`config.mk`:
```
export PLATFORM = sky130hd
export DESIGN_NAME = sem_ctrl
export DESIGN_NICKNAME = d
export VERILOG_FILES = /design/src/sem_pkg.sv /design/src/sem_ctrl.sv
export SDC_FILE = /design/constraint.sdc
export NUM_CORES = 1
export LEC_CHECK = 0
export BUFFER_PORTS_ARGS = -buffer_cell sky130_fd_sc_hd__buf_2
export CAP_MARGIN = 30
export CORE_UTILIZATION = 40
export CTS_BUF_LIST = sky130_fd_sc_hd__clkbuf_4
export DETAILED_ROUTE_END_ITERATION = 10
export PLACE_DENSITY_LB_ADDON = 0.3
export SLEW_MARGIN = 5
export SYNTH_ARGS = -nofsm -noshare
export SYNTH_HDL_FRONTEND = slang
export SYNTH_SLANG_ARGS = --single-unit
export TNS_END_PERCENT = 10
```
`constraint.sdc`:
```
create_clock -name clock -period 2.17 [get_ports clock]
set_input_delay 0.434 -clock clock [delete_from_list [all_inputs] [get_ports clock]]
set_output_delay 0.434 -clock clock [all_outputs]
set_load 0.01 [all_outputs]
```
`src/sem_pkg.sv`:
```
package sem_pkg;

   localparam int MAX_WIDTH_DEF = 1024;
   localparam int WIDTH_W = 11;
   localparam int HEIGHT_W = 16;
   localparam int EMIT_W = 26;
   localparam int TOTAL_W = WIDTH_W + HEIGHT_W;
   localparam int PADDR_W = 3;

   localparam logic [WIDTH_W-1:0] WIDTH_RESET = 11'd640;
   localparam logic [HEIGHT_W-1:0] HEIGHT_RESET = 16'd480;

   localparam logic REG_IMAGE_WIDTH = 1'b0;
   localparam logic REG_IMAGE_HEIGHT = 1'b1;

   localparam logic KIND_PIXEL = 1'b0;
   localparam logic KIND_DRAIN = 1'b1;

   typedef logic [23:0] pix_type;
   typedef logic [8:0][23:0] nbhd_type;
   typedef logic [8:0][7:0] chan_nbhd_type;

   typedef struct packed {
      logic kind;
      logic [7:0] red_in;
      logic [7:0] green_in;
      logic [7:0] blue_in;
   } req_type;

   typedef struct packed {
      logic [7:0] red_out;
      logic [7:0] green_out;
      logic [7:0] blue_out;
      logic run_last;
      logic frame_end;
   } rsp_type;

   typedef struct packed {
      logic capture;
      logic pix_read;
      logic pix_update;
      logic take_next;
      logic drain_addr;
      logic drain_data;
      logic drain_start;
      logic out_load;
   } cmd_type;

   typedef struct packed {
      logic ignore;
      logic is_drain;
      logic pending;
      logic mag_busy;
      logic out_free;
      logic drain_last;
   } status_type;

endpackage

```
`src/sem_ctrl.sv`:
```
module sem_ctrl (
   input  logic clock,
   input  logic reset,
   input  logic req_valid,
   output logic req_ready,
   input  sem_pkg::status_type status,
   output sem_pkg::cmd_type cmd
);
   import sem_pkg::*;

   typedef enum logic [9:0] {
      S_IDLE  = 10'b0000000001,
      S_CHECK = 10'b0000000010,
      S_PADDR = 10'b0000000100,
      S_PCOL  = 10'b0000001000,
      S_PSEL  = 10'b0000010000,
      S_MAG   = 10'b0000100000,
      S_EMIT  = 10'b0001000000,
      S_DADDR = 10'b0010000000,
      S_DDATA = 10'b0100000000,
      S_DMAG  = 10'b1000000000
   } state_type;

   state_type state_ff, state_in;

   always_comb begin
      state_in = state_ff;
      cmd = '0;
      req_ready = 1'b0;
      case (state_ff)
         S_IDLE: begin
            req_ready = 1'b1;
            if (req_valid) begin
               cmd.capture = 1'b1;
               state_in = S_CHECK;
            end
         end
         S_CHECK: begin
            if (status.ignore) begin
               state_in = S_IDLE;
            end else if (status.is_drain) begin
               state_in = S_DADDR;
            end else begin
               state_in = S_PADDR;
            end
         end
         S_PADDR: begin
            cmd.pix_read = 1'b1;
            state_in = S_PCOL;
         end
         S_PCOL: begin
            cmd.pix_update = 1'b1;
            state_in = S_PSEL;
         end
         S_PSEL: begin
            if (status.pending) begin
               cmd.take_next = 1'b1;
               state_in = S_MAG;
            end else begin
               state_in = S_IDLE;
            end
         end
         S_MAG: begin
            if (!status.mag_busy) begin
               state_in = S_EMIT;
            end
         end
         S_EMIT: begin
            if (status.out_free) begin
               cmd.out_load = 1'b1;
               if (!status.is_drain && status.pending) begin
                  state_in = S_PSEL;
               end else begin
                  state_in = S_IDLE;
               end
            end
         end
         S_DADDR: begin
            cmd.drain_addr = 1'b1;
            state_in = S_DDATA;
         end
         S_DDATA: begin
            cmd.drain_data = 1'b1;
            state_in = status.drain_last ? S_DMAG : S_DADDR;
         end
         S_DMAG: begin
            cmd.drain_start = 1'b1;
            state_in = S_MAG;
         end
         default: begin
            state_in = S_IDLE;
         end
      endcase
   end

   always_ff @(posedge clock) begin
      if (reset) begin
         state_ff <= S_IDLE;
      end else begin
         state_ff <= state_in;
      end
   end
endmodule

```
==> results of run 1 <==
==> area by class of cell <==
class / instances / area share
clock buffers: 3 / 0.02375
repair buffers: 31 / 0.2071
well taps: 16 / 0.02111
multi-input cells: 64 / 0.5145
inverters: 5 / 0.01979
flip-flops and latches: 10 / 0.2137
==> per-layer routing <==
metal	GRT usage	up-vias	part of all wire
met5	0	-	0
met4	0.05455	0	0
met3	0.04255	0	0.063
met2	0.3761	39	0.48
met1	0.2765	362	0.45
li1	-	367	-
==> through the flow <==
step | setup TNS (ps) | area (sq um) | hold slack (ps)
floorplan | 0 | 681.9 | 481.2
global placement | 0 | 815.8 | 514.5
detailed placement | 0 | 815.8 | 516.9
CTS | -191.7 | 923.4 | 360.8
global route | -621.7 | 948.4 | 372.9
finish | -208.0 | 948.4 | 362.8
==> timing repair <==
action                                  in CTS  in global routing
gates resized for setup                      9                  3
endpoints found under the setup margin       6                  9
buffers inserted                             6                  2
pin swaps                                    8                  4
==> where the power goes <==
| part | internal [uW] | switching [uW] |
|---|---|---|
| sequential | 192 | 4.86 |
| clock | 63.8 | 60.5 |
| combinational | 69.0 | 78.3 |
==> cell families (layout without fill, tap and decap cells) <==
family,count (synthesis),count (layout),share of synthesized area
XOR/XNOR,2,2,0.02569
flip-flops,10,10,0.2936
buffers and inverters,9,39,0.05137
AND/OR/NAND/NOR,47,47,0.4752
AO/OA/AOI/OAI,15,15,0.1541
==> worst paths after layout <==
kind / end / from / depth (start not counted)
worst max-delay path: cmd[4] / state_ff[0]$_SDFFE_PP1P_ / 5
worst min-delay path: state_ff[2]$_SDFFE_PP0P_ / status[4] / 2
worst max register to register: state_ff[7]$_SDFFE_PP0P_ / state_ff[5]$_SDFFE_PP0P_ / 7
worst min register to register: state_ff[8]$_SDFFE_PP0P_ / state_ff[7]$_SDFFE_PP0P_ / 2
==> critical path, stage by stage, from the launching register on <==
cell and delay (ps):
dfxtp_1 320, or4_4 610, nor2_4 110, and4b_1 230, and2_4 160, buf_6 90
==> cells in the final DEF (no fill, tap or decap), types with 2 or more instances in the layout <==
cell and instances:
buf_2 16, buf_4 14, dfxtp_1 8, nor2_1 6
inv_1 5, nand2_1 5, a21oi_1 5, nand3_1 3
nor3_1 3, nand2b_1 3, and2_1 3, clkbuf_4 3
or4_4 2, nor4_1 2, nor4b_4 2, nor4b_1 2
o21ai_0 2, or3_1 2, dfxtp_2 2
==> metrics.txt, run 1 <==
register area=202.7 sq um; Area Overhead vs Synth=39.08%; Final Max Tran Viols=0; asr flop ratio synth=0; Longest Clk Path Bufs=2; syn avg cell area=approximately 8.2 sq um; number of global-route vias before repair=just under 700; total gr overflow=0; max FFs per register=10; Place WS=101.2 ps; number of port buffers=17; H-tree depth=1; Seq/Total Area, Yosys=0.2936; final wirelength=1862 microns; synth top area cells=dfxtp_1, nor2_1, nor4b_1; root buffer cell=clkbuf_4; kind of start point of the critical path=flip-flop; critical path class=reg2out; clk_lat worst skew=260 ps; RSZ-0062 raised after global routing=yes; top cell type's share of synthesized area=0.2936; WP data required=1740 ps; Post-CTS Hold Fix Bufs=0; register with the most flip-flops=state_ff; Rows=14; maximum fanout along the worst path=5; failing checks=negative setup slack; drt initial violations=24; cell with the most instances after synthesis=dfxtp_1; Yosys cell types=36; crit path DAT=1790 ps; CTS Buf Count=3; Main synth FF type=dfxtp_1; largest net degree at the start of global routing=9; Yosys top cell by area=dfxtp_1; Reg2Reg Setup Slack=about 150 ps; fin cells=129; Clock Skew=between 8 and 9 ps; power per cell area=about 500 nW/um^2; layout cells sized above 1=0.4336; outcome=complete, but fails checks; Total Power=around 470 uW; crit share post-route=1.026; nets=124; Tot GR Track Use=0.2188; Fillers=approximately 140; initial antenna violation count=0; Routability Congestion=about 0.8; first-pass GRT wire length=3022 microns; CORE AREA=1541 sq um; EDFF count, synth=0; Synth Net Count=92; clk sink count=10; TritonCTS clock tree=built; VDD IR-drop max=about 0.36 mV; worst rel slew slack=0.6553; Final min period=roughly 2200 ps; die span in y=~43 microns; FF+latch count, synth=10; # DRC=0; drt pass-1 iters=4; Top Registers=state_ff: 10 flops; max_cap viols=0; Ports=18; worst hold path class=in2reg; synth warn=0; worst setup margin=-56.49 ps; initial core utilization=0.4424; placed cell count=118; leakage power=between 0.0004 and 0.0005 uW; worst slew pin tran=between 500 and 600 ps; Clk pin slew, worst setup/hold paths=70 ps; Mapped Area=roughly 680 sq um; vias=768; Vias/cell=5.953; Final setup viols=6; die width=43.29 microns; final core utilization=0.6153; dpl hpwl=between 1000 and 1500 microns; area of the multi-input gates=about 500 sq um; post-route ant nets=0; Synth Instances=a little over 80; Worst setup EP type=output port; die area=1874 sq um; Max Clock Freq=0.4491 GHz; diode count=0; WL/cell=approximately 14 microns; final hold vios=0; Commonest cells post-synth=dfxtp_1, nor2_1, nand2_1
(Power assumes the default switching activity.)
==> inputs of run 2 (changes only) <==
--- a/config.mk
+++ b/config.mk
@@ -6,7 +6,7 @@
 export NUM_CORES = 1
 export LEC_CHECK = 0
 export BUFFER_PORTS_ARGS = -buffer_cell sky130_fd_sc_hd__buf_2
-export CAP_MARGIN = 30
+export CAP_MARGIN = 20
 export CORE_UTILIZATION = 40
 export CTS_BUF_LIST = sky130_fd_sc_hd__clkbuf_4
 export DETAILED_ROUTE_END_ITERATION = 10
==> constraint.sdc (replaced) <==
create_clock -name clock -period 2.7 [get_ports clock]
set_input_delay 0.54 -clock clock [delete_from_list [all_inputs] [get_ports clock]]
set_output_delay 0.54 -clock clock [all_outputs]
set_load 0.01 [all_outputs]
==> run 2 against run 1 <==
Effect of this change:
- the flow now finishes without violations
- flip-flop and latch count is the same
- final cell count fell by 10%
- clock-buffer cell count stayed put
- global-route usage decreased by 3.7 points
- clock power fell by 11%
- clock skew is 6.9 ps lower
- critical endpoint is now cmd[7]
==> metrics.txt, run 2 (synthesis gave the netlist of run 1 again) <==
most frequent cells in the layout=buf_2, dfxtp_1, nor2_1; worst slew pin tran=475.8 ps (-40.63 ps); outcome=completed; RSZ-0062 raised after global routing=no; Post-CTS Resized=0 (-9); met3 GRT Util=0.02553 (-0.01702); number of global-route vias before repair=585 (-15%); Top Registers=state_ff: 10 flops; Post-CTS Hold Fix Bufs=0 (unchanged); grt peak-use layer=met2; Total Neg Setup Slack=0 ps (+208.0 ps); max FFs per register=10 (unchanged); post-route ant nets=0 (unchanged); kind of start point of the critical path=flip-flop; nets=110 (-11%); Reg2Reg Setup Slack=870 ps (+720 ps); hold path start=status[4]; Vias/cell=6.034 (+1.4%); worst reg2reg path depth=5 (-2); worst hold stages=2 (unchanged); CORE AREA=1541 sq um (unchanged); WP data required=2160 ps (+420 ps); initial antenna violation count=0 (unchanged); TritonCTS clock tree=built; H-tree depth=1 (unchanged); met2 GRT Util=0.2716 (-0.1045); dpl hpwl=1180 microns (-13%); Max Clock Freq=0.3998 GHz; clk_lat worst skew=270 ps (about the same); crit share post-route=0.9264; Clk pin slew, worst setup/hold paths=70 ps (about the same); # Post-CTS Setup Buffers=0 (-6); max_cap viols=0 (unchanged); Final min period=2501 ps; total gr overflow=0 (unchanged); worst rel slew slack=0.6783 (+0.02309); worst hold path class=in2reg; power per cell area=453.7 nW/um^2 (-8.1%); maximum fanout along the worst path=8 (+3); VDD IR-drop max=0.2653 mV (-27%); Total Power=361.6 uW (-23%); diode count=0 (unchanged); Tot GR Track Use=0.1814 (-0.03733); Routability Congestion=0.7472 (-4.5%); initial core utilization=0.4424 (unchanged); Clock Skew=1.664 ps (-6.868 ps); clk sink count=10 (unchanged); number of port buffers=17 (unchanged); die area=1874 sq um (unchanged); Ports=18 (unchanged); # DRC=0 (unchanged); crit path DAT=1960 ps (+170 ps); drt pass-1 iters=4 (unchanged); Longest Clk Path Bufs=2 (unchanged); register with the most flip-flops=state_ff; first-pass GRT wire length=2490 microns (-18%); die width=43.29 microns (unchanged); die span in y=43.29 microns (unchanged); Hold Path End=state_ff[2]$_SDFFE_PP0P_; CTS Buf Count=3 (unchanged); Area Overhead vs Synth=16.88%; Worst setup EP type=output port; drt initial violations=18 (-25%); largest net degree at the start of global routing=10 (+1); WL/cell=13.41 microns (-7.1%); vias=700 (-8.9%); final hold vios=0 (unchanged); Final Max Tran Viols=0 (unchanged); FF-to-FF End=state_ff[3]$_SDFFE_PP0P_; most common cell after layout, fill and taps aside=buf_2; final wirelength=1556 microns (-16%); root buffer cell=clkbuf_4; Final setup viols=0 (-6); Rows=14 (unchanged); GR Util met1=0.2429 (-0.03359); critical path class=reg2out; worst reg2reg startpoint=state_ff[4]$_SDFFE_PP0P_; leakage power=0.0003665 uW (-17%); layout cells sized above 1=0.2700 (-0.1636)
run 2: layer usage:
layer  share of wire  wire, microns
met5               0              0
met4           0.022             34
met3           0.057             88
met2            0.44            681
met1            0.48            751
run 2: worst max path at each step:
stage | slack, ps | from | endpoint | depth (start not counted)
final | 200 | state_ff[4]$_SDFFE_PP0P_ | cmd[7] | 6
after global routing | 50 | state_ff[4]$_SDFFE_PP0P_ | cmd[7] | 6
after CTS | 190 | state_ff[4]$_SDFFE_PP0P_ | cmd[7] | 6
after detailed placement | 490 | state_ff[4]$_SDFFE_PP0P_ | cmd[7] | 6
after global placement | 530 | state_ff[4]$_SDFFE_PP0P_ | cmd[7] | 6
after floorplan | 520 | state_ff[4]$_SDFFE_PP0P_ | cmd[7] | 5
run 2: worst max-delay path: stages (launching register included):
cell,delay [ps]
dfxtp_1,370
or4_4,610
nor3_2,220
nand2_1,110
nor2_1,130
and2_1,130
buf_2,120
run 2: cell type report:
cell class	count	area, sq um
multi-input cells	64	446.7
inverters	5	18.77
clock inverters	1	3.754
fillers	148	744.5
flip-flops and latches	10	200.2
well taps	16	20.02
clock buffers	3	22.52
repair buffers	17	85.08
run 2: report_power, final:
part	internal (uW)	total [uW]	switching, uW
clock network	53.5	110	56.1
registers	154	165	10.5
logic	40.1	87.4	47.3
total	248	362	114
run 2: metrics by stage:
| stage | hold WS (ps) | util | cell area, sq um | cells | worst slack (ps) |
|---|---|---|---|---|---|
| final | 460.3 | 0.5170 | 797.0 | 116 | 198.9 |
| after detailed placement | 511.3 | 0.5000 | 770.7 | 112 | 493.1 |
| after global routing | 471.6 | 0.5170 | 797.0 | 116 | 45.57 |
| after global placement | 508.9 | 0.5000 | 770.7 | 112 | 533.3 |
| after CTS | 460.1 | 0.5170 | 797.0 | 116 | 192.7 |
| after floorplan | 481.2 | - | 681.9 | 83 | 524.8 |
